**config.mk**
```make
export PLATFORM = sky130hd
export DESIGN_NAME = line_edit_buffer_with_cursor_flat
export DESIGN_NICKNAME = d
export VERILOG_FILES = /design/src/rtl/leb_pkg.sv /design/src/rtl/leb_ifs.sv /design/src/rtl/line_edit_buffer_with_cursor.sv /design/src/rtl/leb_dp.sv /design/src/rtl/leb_ctrl.sv /design/src/flat_wrapper.sv
export VERILOG_INCLUDE_DIRS = /design/src /design/src/rtl
export SDC_FILE = /design/constraint.sdc
export NUM_CORES = 1
export LEC_CHECK = 0
export BUFFER_PORTS_ARGS = -buffer_cell sky130_fd_sc_hd__buf_2
export CORE_MARGIN = 3
export CORE_UTILIZATION = 62
export CTS_CLUSTER_DIAMETER = 120
export DETAILED_ROUTE_END_ITERATION = 10
export GPL_TIMING_DRIVEN = 0
export HOLD_SLACK_MARGIN = 0.03
export PLACE_DENSITY_LB_ADDON = 0.08
export RECOVER_POWER = 50
export SKIP_CTS_REPAIR_TIMING = 1
export SLEW_MARGIN = 20
export SYNTH_ARGS = -nofsm -noshare
export SYNTH_HDL_FRONTEND = slang
export SYNTH_SLANG_ARGS = --single-unit
```
**constraint.sdc**
```tcl
create_clock -name clk -period 5.5 [get_ports clk]
set_input_delay 0.825 -clock clk [delete_from_list [all_inputs] [get_ports clk]]
set_output_delay 0.825 -clock clk [all_outputs]
set_load 0.02 [all_outputs]
```
**src/rtl/line_edit_buffer_with_cursor_defines.svh**
```systemverilog
// Assertion macros used by the line edit buffer datapath (leb_dp).
// Expects signals named clk and rst in the module that uses them.
`ifndef LINE_EDIT_BUFFER_WITH_CURSOR_DEFINES_SVH
`define LINE_EDIT_BUFFER_WITH_CURSOR_DEFINES_SVH

// Condition must hold at every clock edge outside reset.
`define LEB_ASSERT_ALWAYS(label, cond, msg) \
  label: assert property (@(posedge clk) disable iff (rst) (cond)) else $error(msg);

// Consequent must hold in the same cycle as the antecedent.
`define LEB_ASSERT_IMPLY(label, ante, cons, msg) \
  label: assert property (@(posedge clk) disable iff (rst) (ante) |-> (cons)) else $error(msg);

`endif

```
**src/rtl/leb_pkg.sv**
```systemverilog
// Shared types and constants for the line edit buffer.
// No dependencies; compiled before every other RTL file.
package leb_pkg;

  localparam int LINE_DEPTH_DEFAULT = 32;

  localparam int ACT_W   = 3;
  localparam int CHAR_W  = 8;
  localparam int RIDX_W  = 5;
  localparam int COUNT_W = 6;

  localparam logic [COUNT_W-1:0] MAX_LENGTH_RESET = 6'd16;

  typedef enum logic [ACT_W-1:0] {
    ACT_LEFT      = 3'd0,
    ACT_RIGHT     = 3'd1,
    ACT_BACKSPACE = 3'd2,
    ACT_INSERT    = 3'd3,
    ACT_READ      = 3'd4
  } act_t;

  // Controller to datapath
  typedef struct packed {
    logic load;
    logic exec;
    logic walk;
    logic commit;
    logic publish;
  } leb_cmd_t;

  // Datapath to controller
  typedef struct packed {
    logic need_walk;
    logic walk_busy;
  } leb_stat_t;

endpackage

```
**src/rtl/leb_ifs.sv**
```systemverilog
// Valid/ready channel interfaces for the line edit buffer.
// Depends on leb_pkg for field widths.
interface leb_edit_if import leb_pkg::*; ();
  logic              valid;
  logic              ready;
  logic [ACT_W-1:0]  action;
  logic [CHAR_W-1:0] char_code;
  logic [RIDX_W-1:0] read_index;

  modport source (output valid, action, char_code, read_index, input ready);
  modport sink   (input valid, action, char_code, read_index, output ready);
endinterface

interface leb_result_if import leb_pkg::*; ();
  logic               valid;
  logic               ready;
  logic               accepted;
  logic [COUNT_W-1:0] line_length;
  logic [COUNT_W-1:0] cursor_pos;
  logic [CHAR_W-1:0]  read_char;

  modport source (output valid, accepted, line_length, cursor_pos, read_char, input ready);
  modport sink   (input valid, accepted, line_length, cursor_pos, read_char, output ready);
endinterface

interface leb_cfg_if import leb_pkg::*; ();
  logic               valid;
  logic               ready;
  logic [COUNT_W-1:0] max_length;

  modport source (output valid, max_length, input ready);
  modport sink   (input valid, max_length, output ready);
endinterface

```
**src/rtl/line_edit_buffer_with_cursor.sv**
```systemverilog
// Top level of the line edit buffer: controller plus datapath.
// Depends on leb_pkg, leb_ifs, leb_dp and leb_ctrl.
//
//   channel  role  carries
//   -------  ----  ------------------------------------------------
//   edit     sink  action, char_code, read_index (one edit item)
//   result   src   accepted, line_length, cursor_pos, read_char
//   cfg      sink  max_length (always ready)
//
// Cursor moves, reads and ignored actions pass through the decode and done
// states to the result register. Backspace and insert add a shift walk and a
// commit state between them, the walk moving up to LINE_DEPTH - 1 characters:
// the text store has one read and one write port, so the shift walk moves one
// character per cycle.
// The next item is accepted while the previous result still waits in the
// result register; a stalled result holds the controller before publishing.
// Reset (rst, synchronous) empties the line and sets max_length to 16; the
// text store itself is not cleared.
module line_edit_buffer_with_cursor import leb_pkg::*; #(
  parameter int LINE_DEPTH = LINE_DEPTH_DEFAULT
) (
  input logic          clk,
  input logic          rst,
  leb_edit_if.sink     edit,
  leb_result_if.source result,
  leb_cfg_if.sink      cfg
);

  leb_cmd_t  cmd;
  leb_stat_t stat;

  // Register writes are to happen only while idle (the block does not enforce it); never back-pressure them
  assign cfg.ready = 1'b1;

  leb_ctrl u_ctrl (
    .clk       (clk),
    .rst       (rst),
    .in_valid  (edit.valid),
    .in_ready  (edit.ready),
    .out_valid (result.valid),
    .out_ready (result.ready),
    .stat      (stat),
    .cmd       (cmd)
  );

  leb_dp #(
    .LINE_DEPTH (LINE_DEPTH)
  ) u_dp (
    .clk            (clk),
    .rst            (rst),
    .cfg_we         (cfg.valid),
    .cfg_max_length (cfg.max_length),
    .action         (edit.action),
    .char_code      (edit.char_code),
    .read_index     (edit.read_index),
    .cmd            (cmd),
    .stat           (stat),
    .res_accepted   (result.accepted),
    .res_length     (result.line_length),
    .res_cursor     (result.cursor_pos),
    .res_char       (result.read_char)
  );

endmodule

```
**src/rtl/leb_dp.sv**
```systemverilog
// Datapath: text store, fill count, cursor, shift walker and result register.
// Depends on leb_pkg and the assertion macro header.
`include "line_edit_buffer_with_cursor_defines.svh"

module leb_dp import leb_pkg::*; #(
  parameter int LINE_DEPTH = LINE_DEPTH_DEFAULT
) (
  input  logic               clk,
  input  logic               rst,
  input  logic               cfg_we,
  input  logic [COUNT_W-1:0] cfg_max_length,
  input  logic [ACT_W-1:0]   action,
  input  logic [CHAR_W-1:0]  char_code,
  input  logic [RIDX_W-1:0]  read_index,
  input  leb_cmd_t           cmd,
  output leb_stat_t          stat,
  output logic               res_accepted,
  output logic [COUNT_W-1:0] res_length,
  output logic [COUNT_W-1:0] res_cursor,
  output logic [CHAR_W-1:0]  res_char
);

  localparam int AW   = $clog2(LINE_DEPTH);
  localparam int CW   = $clog2(LINE_DEPTH + 1);
  localparam int CMPW = (CW > COUNT_W) ? CW : COUNT_W;

  logic [COUNT_W-1:0] max_length;
  act_t               act_q;
  logic [CHAR_W-1:0]  ch_q;
  logic [RIDX_W-1:0]  ridx_q;
  logic [CW-1:0]      fill;
  logic [CW-1:0]      cursor;
  logic [CW-1:0]      ptr;
  logic               wr_pend;
  logic [AW-1:0]      wr_addr;
  logic               rd_hit;
  logic               acc;

  logic [CHAR_W-1:0]  mem [LINE_DEPTH];
  logic [CHAR_W-1:0]  rdata;

  logic               left_ok, right_ok, bs_ok, ins_ok, hit;
  logic               is_bs, is_ins, is_read, walk_more, acc_now;
  logic [AW-1:0]      src, dst;
  logic               mem_re, mem_we;
  logic [AW-1:0]      mem_ra, mem_wa;
  logic [CHAR_W-1:0]  mem_wd;

  // Decode of the held item against the current line state
  always_comb begin
    is_bs    = (act_q == ACT_BACKSPACE);
    is_ins   = (act_q == ACT_INSERT);
    is_read  = (act_q == ACT_READ);
    left_ok  = (cursor != '0);
    right_ok = (cursor < fill);
    bs_ok    = (cursor != '0) && (fill != '0);
    ins_ok   = (CMPW'(fill) < CMPW'(max_length)) && (CMPW'(fill) < CMPW'(LINE_DEPTH));
    hit      = (CMPW'(ridx_q) < CMPW'(fill)) && (CMPW'(ridx_q) < CMPW'(LINE_DEPTH));
    case (act_q)
      ACT_LEFT:      acc_now = left_ok;
      ACT_RIGHT:     acc_now = right_ok;
      ACT_BACKSPACE: acc_now = bs_ok;
      ACT_INSERT:    acc_now = ins_ok;
      ACT_READ:      acc_now = 1'b1;
      default:       acc_now = 1'b0;
    endcase
    // Backspace pulls entries down (ptr -> ptr-1), insert pushes up (ptr-1 -> ptr)
    walk_more = is_bs ? (ptr < fill) : (ptr > cursor);
    src       = is_bs ? AW'(ptr) : AW'(ptr - 1'b1);
    dst       = is_bs ? AW'(ptr - 1'b1) : AW'(ptr);
    stat.need_walk = (is_bs && bs_ok) || (is_ins && ins_ok);
    stat.walk_busy = walk_more || wr_pend;
  end

  // Text store port selection
  always_comb begin
    mem_re = (cmd.exec && is_read && hit) || (cmd.walk && walk_more);
    mem_ra = cmd.walk ? src : AW'(ridx_q);
    mem_we = (cmd.walk && wr_pend) || (cmd.commit && is_ins);
    mem_wa = cmd.commit ? AW'(cursor) : wr_addr;
    mem_wd = cmd.commit ? ch_q : rdata;
  end

  always_ff @(posedge clk) begin
    if (mem_we) begin
      mem[mem_wa] <= mem_wd;
    end
    if (mem_re) begin
      rdata <= mem[mem_ra];
    end
  end

  // Control state
  always_ff @(posedge clk) begin
    if (rst) begin
      max_length <= MAX_LENGTH_RESET;
      fill       <= '0;
      cursor     <= '0;
      wr_pend    <= 1'b0;
    end else begin
      if (cfg_we) begin
        max_length <= cfg_max_length;
      end
      wr_pend <= cmd.walk && walk_more;
      if (cmd.exec) begin
        if (act_q == ACT_LEFT && left_ok) begin
          cursor <= cursor - 1'b1;
        end else if (act_q == ACT_RIGHT && right_ok) begin
          cursor <= cursor + 1'b1;
        end
      end else if (cmd.commit) begin
        if (is_bs) begin
          cursor <= cursor - 1'b1;
          fill   <= fill - 1'b1;
        end else if (is_ins) begin
          cursor <= cursor + 1'b1;
          fill   <= fill + 1'b1;
        end
      end
    end
  end

  // Payload registers
  always_ff @(posedge clk) begin
    if (cmd.load) begin
      act_q  <= act_t'(action);
      ch_q   <= char_code;
      ridx_q <= read_index;
    end
    if (cmd.exec) begin
      acc    <= acc_now;
      rd_hit <= is_read && hit;
      ptr    <= is_bs ? cursor : fill;
    end else if (cmd.walk && walk_more) begin
      ptr     <= is_bs ? ptr + 1'b1 : ptr - 1'b1;
      wr_addr <= dst;
    end
    if (cmd.publish) begin
      res_accepted <= acc;
      res_length   <= COUNT_W'(fill);
      res_cursor   <= COUNT_W'(cursor);
      res_char     <= rd_hit ? rdata : '0;
    end
  end

  `LEB_ASSERT_ALWAYS(a_cursor_in_line, cursor <= fill, "cursor beyond fill count")
  `LEB_ASSERT_ALWAYS(a_fill_in_depth, CMPW'(fill) <= CMPW'(LINE_DEPTH), "fill count beyond depth")
  `LEB_ASSERT_IMPLY(a_no_rw_clash, mem_we && mem_re, mem_wa != mem_ra, "walk read hits its write")
  `LEB_ASSERT_IMPLY(a_commit_drained, cmd.commit, !wr_pend, "commit with a shift write pending")

endmodule

```
**src/rtl/leb_ctrl.sv**
```systemverilog
// Controller: sequences one item through decode, shift walk, commit and result.
// Depends on leb_pkg for the command and status structs.
module leb_ctrl import leb_pkg::*; (
  input  logic      clk,
  input  logic      rst,
  input  logic      in_valid,
  output logic      in_ready,
  output logic      out_valid,
  input  logic      out_ready,
  input  leb_stat_t stat,
  output leb_cmd_t  cmd
);

  typedef enum logic [4:0] {
    S_IDLE   = 5'b00001,
    S_EXEC   = 5'b00010,
    S_WALK   = 5'b00100,
    S_COMMIT = 5'b01000,
    S_DONE   = 5'b10000
  } state_t;

  state_t state, state_next;

  always_comb begin
    state_next  = state;
    cmd         = '0;
    in_ready    = 1'b0;
    case (state)
      S_IDLE: begin
        in_ready = 1'b1;
        cmd.load = in_valid;
        if (in_valid) begin
          state_next = S_EXEC;
        end
      end
      S_EXEC: begin
        cmd.exec   = 1'b1;
        state_next = stat.need_walk ? S_WALK : S_DONE;
      end
      S_WALK: begin
        cmd.walk = 1'b1;
        if (!stat.walk_busy) begin
          state_next = S_COMMIT;
        end
      end
      S_COMMIT: begin
        cmd.commit = 1'b1;
        state_next = S_DONE;
      end
      S_DONE: begin
        // hold until the result register is free
        if (!out_valid || out_ready) begin
          cmd.publish = 1'b1;
          state_next  = S_IDLE;
        end
      end
      default: begin
        state_next = S_IDLE;
      end
    endcase
  end

  always_ff @(posedge clk) begin
    if (rst) begin
      state     <= S_IDLE;
      out_valid <= 1'b0;
    end else begin
      state     <= state_next;
      out_valid <= cmd.publish || (out_valid && !out_ready);
    end
  end

endmodule

```
**src/flat_wrapper.sv**
```systemverilog
// flat-port wrapper written by rule: the top's interface ports become plain ports
module line_edit_buffer_with_cursor_flat import leb_pkg::*;
#(
  parameter int LINE_DEPTH = LINE_DEPTH_DEFAULT
)
  (clk, rst, edit_valid, edit_action, edit_char_code, edit_read_index, edit_ready, result_valid, result_accepted, result_line_length, result_cursor_pos, result_read_char, result_ready, cfg_valid, cfg_max_length, cfg_ready);
  leb_edit_if edit_i ();
  leb_result_if result_i ();
  leb_cfg_if cfg_i ();
  input logic clk;
  input logic rst;
  input wire logic [$bits(edit_i.valid)-1:0] edit_valid;
  input wire logic [$bits(edit_i.action)-1:0] edit_action;
  input wire logic [$bits(edit_i.char_code)-1:0] edit_char_code;
  input wire logic [$bits(edit_i.read_index)-1:0] edit_read_index;
  output wire logic [$bits(edit_i.ready)-1:0] edit_ready;
  output wire logic [$bits(result_i.valid)-1:0] result_valid;
  output wire logic [$bits(result_i.accepted)-1:0] result_accepted;
  output wire logic [$bits(result_i.line_length)-1:0] result_line_length;
  output wire logic [$bits(result_i.cursor_pos)-1:0] result_cursor_pos;
  output wire logic [$bits(result_i.read_char)-1:0] result_read_char;
  input wire logic [$bits(result_i.ready)-1:0] result_ready;
  input wire logic [$bits(cfg_i.valid)-1:0] cfg_valid;
  input wire logic [$bits(cfg_i.max_length)-1:0] cfg_max_length;
  output wire logic [$bits(cfg_i.ready)-1:0] cfg_ready;
  assign edit_i.valid = edit_valid;
  assign edit_i.action = edit_action;
  assign edit_i.char_code = edit_char_code;
  assign edit_i.read_index = edit_read_index;
  assign edit_ready = edit_i.ready;
  assign result_valid = result_i.valid;
  assign result_accepted = result_i.accepted;
  assign result_line_length = result_i.line_length;
  assign result_cursor_pos = result_i.cursor_pos;
  assign result_read_char = result_i.read_char;
  assign result_i.ready = result_ready;
  assign cfg_i.valid = cfg_valid;
  assign cfg_i.max_length = cfg_max_length;
  assign cfg_ready = cfg_i.ready;
  line_edit_buffer_with_cursor #(.LINE_DEPTH(LINE_DEPTH)) u_core (.clk(clk), .rst(rst), .edit(edit_i), .result(result_i), .cfg(cfg_i));
endmodule
```
==> results of run 1 <==
## layout make-up
type | count | area [sq um]
timing repair buffer | 49 | 215.2
inverter | 26 | 97.59
buffer | 68 | 279.0
sequential | 339 | 9930
clock inverter | 20 | 123.9
fill | 1580 | 6601
clock buffer | 41 | 940.9
tap | 313 | 391.6
multi-input combinational | 721 | 4337
## registers in the layout, summed over array words and instances (netlist names)
name                      count
u_core.u_dp.max_length        6
u_core.u_dp.mem             256
u_core.u_dp.acc               1
u_core.u_dp.wr_addr           5
u_core.u_ctrl.out_valid       1
u_core.u_dp.ch_q              8
u_core.u_dp.ridx_q            5
u_core.u_ctrl.state           5
u_core.u_dp.wr_pend           1
u_core.u_dp.rdata             8
u_core.u_dp.act_q             3
u_core.u_dp.res_char          8
u_core.u_dp.res_length        6
u_core.u_dp.cursor            6
u_core.u_dp.fill              6
u_core.u_dp.rd_hit            1
u_core.u_dp.ptr               6
u_core.u_dp.res_accepted      1
u_core.u_dp.res_cursor        6
## stage by stage
stage | area [sq um] | setup slack (ns) | utilization, % | std cells | total power, uW
2_1_floorplan | 14640 | 2.532 | - | 1154 | 3272
3_3_place_gp | 15270 | 1.093 | 66.64 | 1515 | 3465
3_5_place_dp | 15290 | 1.075 | 66.73 | 1516 | 3477
4_1_cts | 16360 | 1.041 | 71.37 | 1577 | 5660
5_1_grt | 16310 | 0.3482 | 71.19 | 1577 | 5820
6_report | 16310 | 0.5091 | 71.19 | 1577 | 5666
## synth_stat cells, types with 16 or more instances
cell type / instances
edfxtp_1: 314
nand2_1: 169
nor2_1: 80
a31oi_1: 69
a211oi_1: 66
and3_1: 64
clkbuf_1: 48
ha_1: 35
a21oi_1: 32
o22ai_1: 32
dfxtp_1: 25
inv_1: 24
o21ai_0: 22
buf_2: 16
## how the worst max path moves through the flow
stage                     slack [ns]                                to                      startpoint  cells past startpoint
after floorplan                 2.53  u_core.u_dp.fill[5]$_SDFFE_PP0P_  u_core.u_dp.act_q[2]$_DFFE_PP_                     13
after global placement          1.09    u_core.u_dp.rdata[1]$_DFFE_PP_  u_core.u_dp.act_q[2]$_DFFE_PP_                     12
after detailed placement        1.08    u_core.u_dp.rdata[0]$_DFFE_PP_  u_core.u_dp.act_q[2]$_DFFE_PP_                     12
after CTS                       1.04    u_core.u_dp.rdata[0]$_DFFE_PP_  u_core.u_dp.act_q[2]$_DFFE_PP_                     12
after global routing            0.35    u_core.u_dp.rdata[2]$_DFFE_PP_  u_core.u_dp.act_q[2]$_DFFE_PP_                     12
final                           0.51    u_core.u_dp.rdata[1]$_DFFE_PP_  u_core.u_dp.act_q[2]$_DFFE_PP_                     12
## kinds of logic (layout without fill, tap and decap cells)
| family | count (synthesis) | after routing |
|---|---|---|
| adders and majority gates | 36 | 36 |
| muxes | 15 | 15 |
| other | 1 | 1 |
| xor gates and xnor gates | 19 | 19 |
| and+or+nand+nor | 393 | 393 |
| DFF | 339 | 339 |
| buffers and inverters | 94 | 204 |
| AOI/OAI and AO/OA | 257 | 257 |
## routing by layer
metal	wire, um	track usage [%]	up-vias	part of all wire [%]
met4	1051	9.113	2	2.9
li1	-	-	4550	-
met2	16480	43.28	550	45
met3	3819	6.252	97	10
met1	15090	40.96	4777	41
met5	10	0	-	0.027
## power by group through the flow
| stage | Clock [uW] | Combinational [uW] | Sequential [uW] |
|---|---|---|---|
| 3_3_place_gp | 0 | 562 | 2900 |
| 2_1_floorplan | 0 | 379 | 2890 |
| 3_5_place_dp | 0 | 575 | 2900 |
| 4_1_cts | 2230 | 581 | 2850 |
| 6_report | 2220 | 599 | 2850 |
| 5_1_grt | 2320 | 644 | 2850 |
## worst register-to-register path, stage by stage (launching register included)
cell	delay (ns)
edfxtp_1	0.35
clkbuf_1	0.35
or3b_1	0.17
clkbuf_1	0.41
clkbuf_1	0.48
ha_1	0.36
a21oi_1	0.18
clkbuf_1	0.59
clkbuf_1	0.49
a211oi_1	0.10
a31oi_1	0.45
o22ai_1	0.18
nor4_1	0.59
## layout by cell type (no fill, tap or decap), types with 7 or more instances in the layout
cell type	instances
xnor2_1	12
clkbuf_1	79
nor4_1	10
nor2_1	80
a21o_1	13
ha_1	35
nand2b_1	10
inv_1	25
nand2_1	169
a211oi_1	66
buf_2	40
dfxtp_1	25
xor2_1	7
clkbuf_16	37
a21oi_1	32
and2_1	8
clkinv_2	7
edfxtp_1	314
o21ai_0	22
clkinv_1	10
o22ai_1	32
and3_1	64
nor3_1	7
or3_1	7
mux2_1	7
a31oi_1	69
nor2b_1	8
==> results.sh, run 1 <==
export IMPL_postSynthAreaPerCell_sq_um=12.69
export IMPL_grt_util_all_layers_pct=28.25
export IMPL_grt_pass1_wl_um=54940
export IMPL_period_share_pct=90.74
export IMPL_power_density_mw_per_mm2=347.3
export IMPL_muxShareOfSynthArea_pct=1.128
export IMPL_grt_max_degree=33
export IMPL_p_clk_share_pct=39.1
export IMPL_ys_seq_elements=339
export IMPL_setup_tns_ns=0
export IMPL_yosysWarnings=0
export IMPL_switchingPower_uw=1385
export IMPL_path_buf_inv=5
export IMPL_slowest_delay_ns=0.59
export IMPL_die_area_sq_mm=0.02549
export IMPL_slew_headroom_pct=4.363
export IMPL_route_detailed_drc=0
export IMPL_cts_clk_slew_worst_paths_ns=0.06
export IMPL_cts_root_buf="clkbuf_16"
export IMPL_netlist_cell_type_count=58
export IMPL_layout_min_cycle_time_ns=4.991
export IMPL_rr_startpoint="u_core.u_dp.act_q[2]$_DFFE_PP_"
export IMPL_path_cells="clkbuf_1 -> or3b_1 -> clkbuf_1 -> clkbuf_1 -> ha_1 -> a21oi_1 -> clkbuf_1 -> clkbuf_1 -> a211oi_1 -> a31oi_1 -> o22ai_1 -> nor4_1"
export IMPL_rsz0062_at_grt="no"
export IMPL_synth_fa_ha_area_share_pct=3.128
export IMPL_rows=55
export IMPL_whs_endpoint="u_core.u_dp.res_accepted$_DFFE_PP_"
export IMPL_htree_levels=2
export IMPL_hold_path_depth=0
export IMPL_first_iter_violations=1192
export IMPL_syn_num_nets=1217
export IMPL_grt_pass1_vias=9471
export IMPL_ys_async_sr_fraction_pct=0
export IMPL_grt_antenna_before_repair=1
export IMPL_ys_seq_area_share_pct=67.82
export IMPL_port_buffers=48
export IMPL_die_h_um=159.7
export IMPL_layout_nets=1303
export IMPL_synth_top_family_by_area="simple AND/OR/NAND/NOR gates"
export IMPL_cp_max_fo=11
export IMPL_vias=9976
export IMPL_synth_xor_area_share_pct=1.137
export IMPL_synth_edf_count=314
export IMPL_min_from="u_core.u_dp.acc$_DFFE_PP_"
export IMPL_worstSkewPairLatency_ns=0.51
export IMPL_crit_family="buffers and inverters"
export IMPL_drt_pass1_iter_count=6
export IMPL_synth_area_sq_mm=0.01464
export IMPL_initial_core_util_pct=63.89
export IMPL_max_cap_violations=0
export IMPL_hold_violations=0
export IMPL_reg2reg_depth=12
export IMPL_combPwrFrac_pct=10.6
export IMPL_yosysTopAreaCell="edfxtp_1"
export IMPL_clock_sinks=339
export IMPL_ant_nets=0
export IMPL_worstSetupPathType="reg -> reg"
export IMPL_leakage_uw=0.005625
export IMPL_synth_compound_area_share_pct=11.61
export IMPL_p_seq_share_pct=50.3
export IMPL_holdCritPathClass="reg -> reg"
export IMPL_crit_required_ns=5.72
export IMPL_r2r_end="u_core.u_dp.rdata[1]$_DFFE_PP_"
export IMPL_clock_skew_final_ns=0.01497
export IMPL_cpMostUsedCell="clkbuf_1"
export IMPL_p_int_uw=4281
export IMPL_diodes=0
export IMPL_grt_remaining_overflow=0
export IMPL_worst_path_max_delay_cell="clkbuf_1"
export IMPL_synthCells=1154
export IMPL_synth_top_area_share_pct=64.40
export IMPL_wl_per_cell_um=23.12
export IMPL_setup_viol=0
export IMPL_end_kind="flop"
export IMPL_maxSlewViolCount=0
export IMPL_ir_worst_vdd_uv=323.4
export IMPL_crit_path_start_kind="flop"
export IMPL_hold_slack_ns=0.4362
export IMPL_tightestPinTransition_ns=1.435
export IMPL_core_sq_mm=0.02292
export IMPL_synth_simple_area_share_pct=12.56
export IMPL_gp_congestion=0.9491
export IMPL_routed_via_density=6.326
export IMPL_fmax_ghz=0.2004
export IMPL_detailed_place_hpwl_um=24160
export IMPL_rrSetupSlack_ns=0.51
export IMPL_cp_arrival_ns=5.21
export IMPL_areaGrowthSynthToFinish_pct=11.43
export IMPL_cts_tree="done"
export IMPL_synth_area_top_cells="edfxtp_1 64%, nand2_1 4.3%, dfxtp_1 3.4%"
export IMPL_routed_wl_um=36460
export IMPL_synth_ff_type="edfxtp_1"
export IMPL_drive_above_1_share_pct=7.832
export IMPL_pin_count=51
export IMPL_status="completed"
export IMPL_clock_path_buffers=3
export IMPL_cts_buffers=35
export IMPL_fp_dieW_um=159.7
export IMPL_swShare_pct=24.44
(Power assumes the default switching activity.)
==> run 2, diff against run 1 <==
- clock period: 5.5 -> 4.85 ns (I/O delays scaled with it)
==> run 2 against run 1 <==
Effect of this change: cell area barely moved; register-to-register slack got worse by 0.13 ns; highest routed layer unchanged; global-route usage did not move; via count barely moved; first-iteration DRC count rose by 5.4%; sequential share of layout area barely moved; wire length barely moved; critical endpoint is now u_core.u_dp.rdata[4]$_DFFE_PP_; clock-buffer cell count did not move; critical path depth did not move; flip-flop and latch count did not move.
==> results.sh, run 2 (synthesis gave the netlist of run 1 again) <==
export IMPL_status="completed"
export IMPL_rows=55
export IMPL_cts_clk_slew_worst_paths_ns=0.06
export IMPL_path_cells="clkbuf_1 -> or3b_1 -> buf_2 -> clkbuf_1 -> ha_1 -> a21oi_1 -> clkbuf_2 -> clkbuf_1 -> a211oi_1 -> a31oi_1 -> o22ai_1 -> nor4_1"
export IMPL_routed_via_density=6.330
export IMPL_setup_viol=0
export IMPL_clock_sinks=339
export IMPL_cts_root_buf="clkbuf_16"
export IMPL_die_area_sq_mm=0.02549
export IMPL_slew_headroom_pct=2.505
export IMPL_gp_congestion=0.9491
export IMPL_cts_tree="done"
export IMPL_reg2reg_depth=12
export IMPL_detailed_place_hpwl_um=24160
export IMPL_holdCritPathClass="in -> reg"
export IMPL_cp_max_fo=11
export IMPL_core_sq_mm=0.02292
export IMPL_hold_violations=0
export IMPL_hold_path_depth=1
export IMPL_clock_path_buffers=3
export IMPL_pin_count=51
export IMPL_crit_path_start_kind="flop"
export IMPL_vias=9983
export IMPL_rsz0062_at_grt="no"
export IMPL_grt_pass1_wl_um=54940
export IMPL_fin_total_pwr_uw=6425
export IMPL_initial_core_util_pct=63.89
export IMPL_grt_max_degree=33
export IMPL_hold_slack_ns=0.3864
export IMPL_drive_above_1_share_pct=7.911
export IMPL_power_density_mw_per_mm2=393.8
export IMPL_period_share_pct=92.16
export IMPL_final_cell_mix="314 x edfxtp_1, 169 x nand2_1, 80 x nor2_1, 78 x clkbuf_1, 69 x a31oi_1"
export IMPL_fmax_ghz=0.2237
export IMPL_fp_dieW_um=159.7
export IMPL_layout_min_cycle_time_ns=4.470
export IMPL_cp_arrival_ns=4.69
export IMPL_setup_tns_ns=0
export IMPL_grt_util_all_layers_pct=28.25
export IMPL_layout_nets=1303
export IMPL_htree_levels=2
export IMPL_grt_antenna_before_repair=1
export IMPL_max_cap_violations=0
export IMPL_leakage_uw=0.005627
export IMPL_port_buffers=48
export IMPL_areaGrowthSynthToFinish_pct=11.44
export IMPL_ant_nets=0
export IMPL_first_iter_violations=1256
export IMPL_route_detailed_drc=0
export IMPL_worstSkewPairLatency_ns=0.52
export IMPL_maxSlewViolCount=0
export IMPL_wl_per_cell_um=23.14
export IMPL_crit_required_ns=5.07
export IMPL_routed_wl_um=36490
export IMPL_clock_skew_final_ns=0.01264
export IMPL_cts_buffers=35
export IMPL_worst_path_max_delay_cell="nor4_1"
export IMPL_grt_remaining_overflow=0
export IMPL_stdcell_count=1577
export IMPL_worstSetupPathType="reg -> reg"
export IMPL_dp_cells=1516
export IMPL_regMostFlops="u_core.u_dp.mem"
export IMPL_final_util_pct=71.20
export IMPL_ir_worst_vdd_uv=372.0
export IMPL_drt_pass1_iter_count=5
export IMPL_tightestPinTransition_ns=1.462
export IMPL_fillers=1578
export IMPL_end_kind="flop"
export IMPL_largest_reg_flops=256
export IMPL_cpMostUsedCell="clkbuf_1"
export IMPL_final_common_cell="edfxtp_1"
export IMPL_slowest_delay_ns=0.61
export IMPL_grt_pass1_vias=9471
export IMPL_diodes=0
export IMPL_die_h_um=159.7
[run 2: worst paths after layout]
kind | end | start | slack [ns]
setup / recovery | u_core.u_dp.rdata[4]$_DFFE_PP_ | u_core.u_dp.act_q[2]$_DFFE_PP_ | 0.38
hold / removal | u_core.u_dp.ridx_q[0]$_DFFE_PP_ | edit_read_index[0] | 0.39
setup reg to reg | u_core.u_dp.rdata[4]$_DFFE_PP_ | u_core.u_dp.act_q[2]$_DFFE_PP_ | 0.38
hold reg to reg | u_core.u_dp.res_accepted$_DFFE_PP_ | u_core.u_dp.acc$_DFFE_PP_ | 0.44
[run 2: through the flow]
stage | cell area [sq um] | setup slack, ns
2_1_floorplan | 14640 | 1.882
3_3_place_gp | 15270 | 0.4428
3_5_place_dp | 15290 | 0.4255
4_1_cts | 16360 | 0.3909
5_1_grt | 16320 | 0.1419
6_report | 16320 | 0.3802
[run 2: power by group]
group          switching [uW]  total (uW)  leakage (uW)  internal [uW]
Clock                    1080        2510      0.000525           1440
Combinational             468         678       0.00206            210
Sequential               27.1        3230       0.00304           3210
[run 2: area by class of cell]
cell class	instances	area (sq um)	area share, %
sequential	339	9930	60.86
multi-input combinational	721	4337	26.58
clock buffer	41	940.9	5.767
tap	313	391.6	2.400
buffer	68	281.5	1.725
timing repair buffer	49	214.0	1.311
clock inverter	20	123.9	0.7592
inverter	26	97.59	0.5982
[run 2: metal layers]
layer	vias up	global-route usage, %	routed length, um
li1	4545	-	-
met1	4784	40.96	14970
met2	548	43.28	16400
met3	104	6.252	3977
met4	2	9.113	1139
met5	-	0	10
[run 2: worst max-delay path, delay by kind of cell (launching register included)]
family / cells / cell delay (ns)
compound gates: 4 / 0.82
fa+ha+maj: 1 / 0.36
buf+inv: 5 / 1.84
flops: 1 / 0.35
simple gates: 2 / 0.78
==> run 3, diff against run 2 <==
- BUFFER_PORTS_ARGS: -buffer_cell sky130_fd_sc_hd__buf_2 -> -buffer_cell sky130_fd_sc_hd__buf_4
- CORE_MARGIN: 3 -> not set
==> run 3 against run 2 <==
Effect of this change: first-iteration DRC count fell by 11%; flip-flop and latch count is the same; largest cell class unchanged; cell count fell by 0.13%; largest power group unchanged; fmax down 0.87%; sequential power about the same.
==> results.sh, run 3 (synthesis gave the netlist of run 1 again) <==
export IMPL_routed_via_density=6.357
export IMPL_grt_pass1_wl_um=54070
export IMPL_grt_pass1_vias=9423
export IMPL_fillers=1582
export IMPL_cts_tree="done"
export IMPL_switchingPower_uw=1522
export IMPL_crit_required_ns=5.08
export IMPL_fp_dieW_um=155.7
export IMPL_clock_sinks=339
export IMPL_die_area_sq_mm=0.02423
export IMPL_pin_count=51
export IMPL_dp_slack_ns=0.3831
export IMPL_slowest_delay_ns=0.59
export IMPL_crit_path_start_kind="flop"
export IMPL_final_seq_area_sq_mm=0.009930
export IMPL_ant_nets=0
export IMPL_holdCritPathClass="in -> reg"
export IMPL_p_int_uw=4967
export IMPL_grt_max_degree=33
export IMPL_leakage_uw=0.005658
export IMPL_regMostFlops="u_core.u_dp.mem"
export IMPL_worstSkewPairLatency_ns=0.51
export IMPL_p_seq_share_pct=49.8
export IMPL_grt_remaining_overflow=0
export IMPL_hold_slack_ns=0.4095
export IMPL_period_share_pct=92.97
export IMPL_combPwrFrac_pct=10.5
export IMPL_drive_above_1_share_pct=7.686
export IMPL_final_cell_mix="314 x edfxtp_1, 169 x nand2_1, 83 x clkbuf_1, 80 x nor2_1, 69 x a31oi_1"
export IMPL_areaGrowthSynthToFinish_pct=12.11
export IMPL_htree_levels=2
export IMPL_layout_nets=1304
export IMPL_first_iter_violations=1119
export IMPL_end_kind="flop"
export IMPL_path_buf_inv=5
export IMPL_setup_viol=0
export IMPL_clock_path_buffers=3
export IMPL_clock_skew_final_ns=0.01550
export IMPL_setup_tns_ns=0
export IMPL_layout_min_cycle_time_ns=4.509
export IMPL_initial_core_util_pct=63.89
export IMPL_path_cells="clkbuf_1 -> or3b_1 -> buf_2 -> clkbuf_1 -> ha_1 -> a21oi_1 -> clkbuf_2 -> clkbuf_1 -> a211oi_1 -> a31oi_1 -> o22ai_1 -> nor4_1"
export IMPL_drt_pass1_iter_count=8
export IMPL_diodes=0
export IMPL_cts_clk_slew_worst_paths_ns=0.06
export IMPL_worstSetupPathType="reg -> reg"
export IMPL_route_detailed_drc=0
export IMPL_maxSlewViolCount=0
export IMPL_largest_reg_flops=256
export IMPL_final_common_cell="edfxtp_1"
export IMPL_cts_buffers=35
export IMPL_wl_per_cell_um=22.87
export IMPL_port_buffers=48
export IMPL_fin_total_pwr_uw=6488
export IMPL_die_h_um=155.7
export IMPL_detailed_place_hpwl_um=24200
export IMPL_p_clk_share_pct=39.7
export IMPL_crit_family="buffers and inverters"
export IMPL_gp_congestion=0.9648
export IMPL_swShare_pct=23.45
export IMPL_fin_ws_ns=0.3410
export IMPL_ir_worst_vdd_uv=333.2
export IMPL_status="completed"
export IMPL_rsz0062_at_grt="no"
export IMPL_grt_antenna_before_repair=1
export IMPL_power_density_mw_per_mm2=395.3
export IMPL_max_cap_violations=0
export IMPL_cp_arrival_ns=4.73
export IMPL_cts_root_buf="clkbuf_16"
export IMPL_slew_headroom_pct=7.309
export IMPL_hold_violations=0
export IMPL_cpMostUsedCell="clkbuf_1"
export IMPL_cp_max_fo=11
export IMPL_vias=10010
export IMPL_multi_input_area_sq_mm=0.004337
export IMPL_fmax_ghz=0.2218
export IMPL_rows=55
export IMPL_core_sq_mm=0.02292
export IMPL_routed_wl_um=36020
export IMPL_grt_util_all_layers_pct=30.46
export IMPL_worst_path_max_delay_cell="nor4_1"
export IMPL_tightestPinTransition_ns=1.390
run 3: cell count changes in the layout (fill, tap and decap cells not counted), moves of 2 or more:
cell / delta
clkinv_2: -4
clkinv_1: -5
clkbuf_1: +5
buf_4: +10
and2_0: -2
and2_1: +2
bufinv_16: +2
buf_2: -24
clkbuf_4: +16
run 3: final timing paths:
kind | endpoint | from | cells after the start | slack [ns]
setup / recovery | u_core.u_dp.rdata[2]$_DFFE_PP_ | u_core.u_dp.act_q[2]$_DFFE_PP_ | 12 | 0.34
hold / removal | u_core.u_dp.ridx_q[2]$_DFFE_PP_ | edit_read_index[2] | 1 | 0.41
setup reg to reg | u_core.u_dp.rdata[2]$_DFFE_PP_ | u_core.u_dp.act_q[2]$_DFFE_PP_ | 12 | 0.34
hold reg to reg | u_core.u_dp.res_accepted$_DFFE_PP_ | u_core.u_dp.acc$_DFFE_PP_ | 0 | 0.43
run 3: worst reg2reg max path, cell delays in order, from the launching register on:
cell and delay, ns:
edfxtp_1 0.34, clkbuf_1 0.32, or3b_1 0.16, buf_2 0.22, clkbuf_1 0.46, ha_1 0.37
a21oi_1 0.19, clkbuf_2 0.36, clkbuf_1 0.49, a211oi_1 0.11, a31oi_1 0.46, o22ai_1 0.16
nor4_1 0.59
run 3: per-stage QoR:
step	cell area, sq um	util (%)	instances
final	16410	71.62	1575
after global routing	16410	71.62	1575
after CTS	16510	72.06	1575
after detailed placement	15420	67.30	1517
after global placement	15390	67.17	1515
after floorplan	14640	-	1154
run 3: metal layers:
| metal | vias to the layer above | global-route usage (%) | wire, um |
|---|---|---|---|
| li1 | 4543 | - | - |
| met1 | 4807 | 43.26 | 14920 |
| met2 | 567 | 47.13 | 16200 |
| met3 | 95 | 6.194 | 3671 |
| met4 | 0 | 10.83 | 1222 |
| met5 | - | 0 | 0 |
run 3: final cells by class:
cell class | instances | share of cell area, %
timing repair buffer | 50 | 1.738
clock buffer | 47 | 5.870
tap | 313 | 2.386
buffer | 68 | 1.715
sequential | 339 | 60.50
inverter | 26 | 0.5946
clock inverter | 11 | 0.7776
multi-input combinational | 721 | 26.42
run 3: power groups by stage:
stage	registers [uW]	clock network, uW	logic, uW
6_report	3230	2570	681
4_1_cts	3230	2590	668
3_5_place_dp	3290	0	662
3_3_place_gp	3290	0	649
5_1_grt	3230	2700	728
2_1_floorplan	3280	0	430
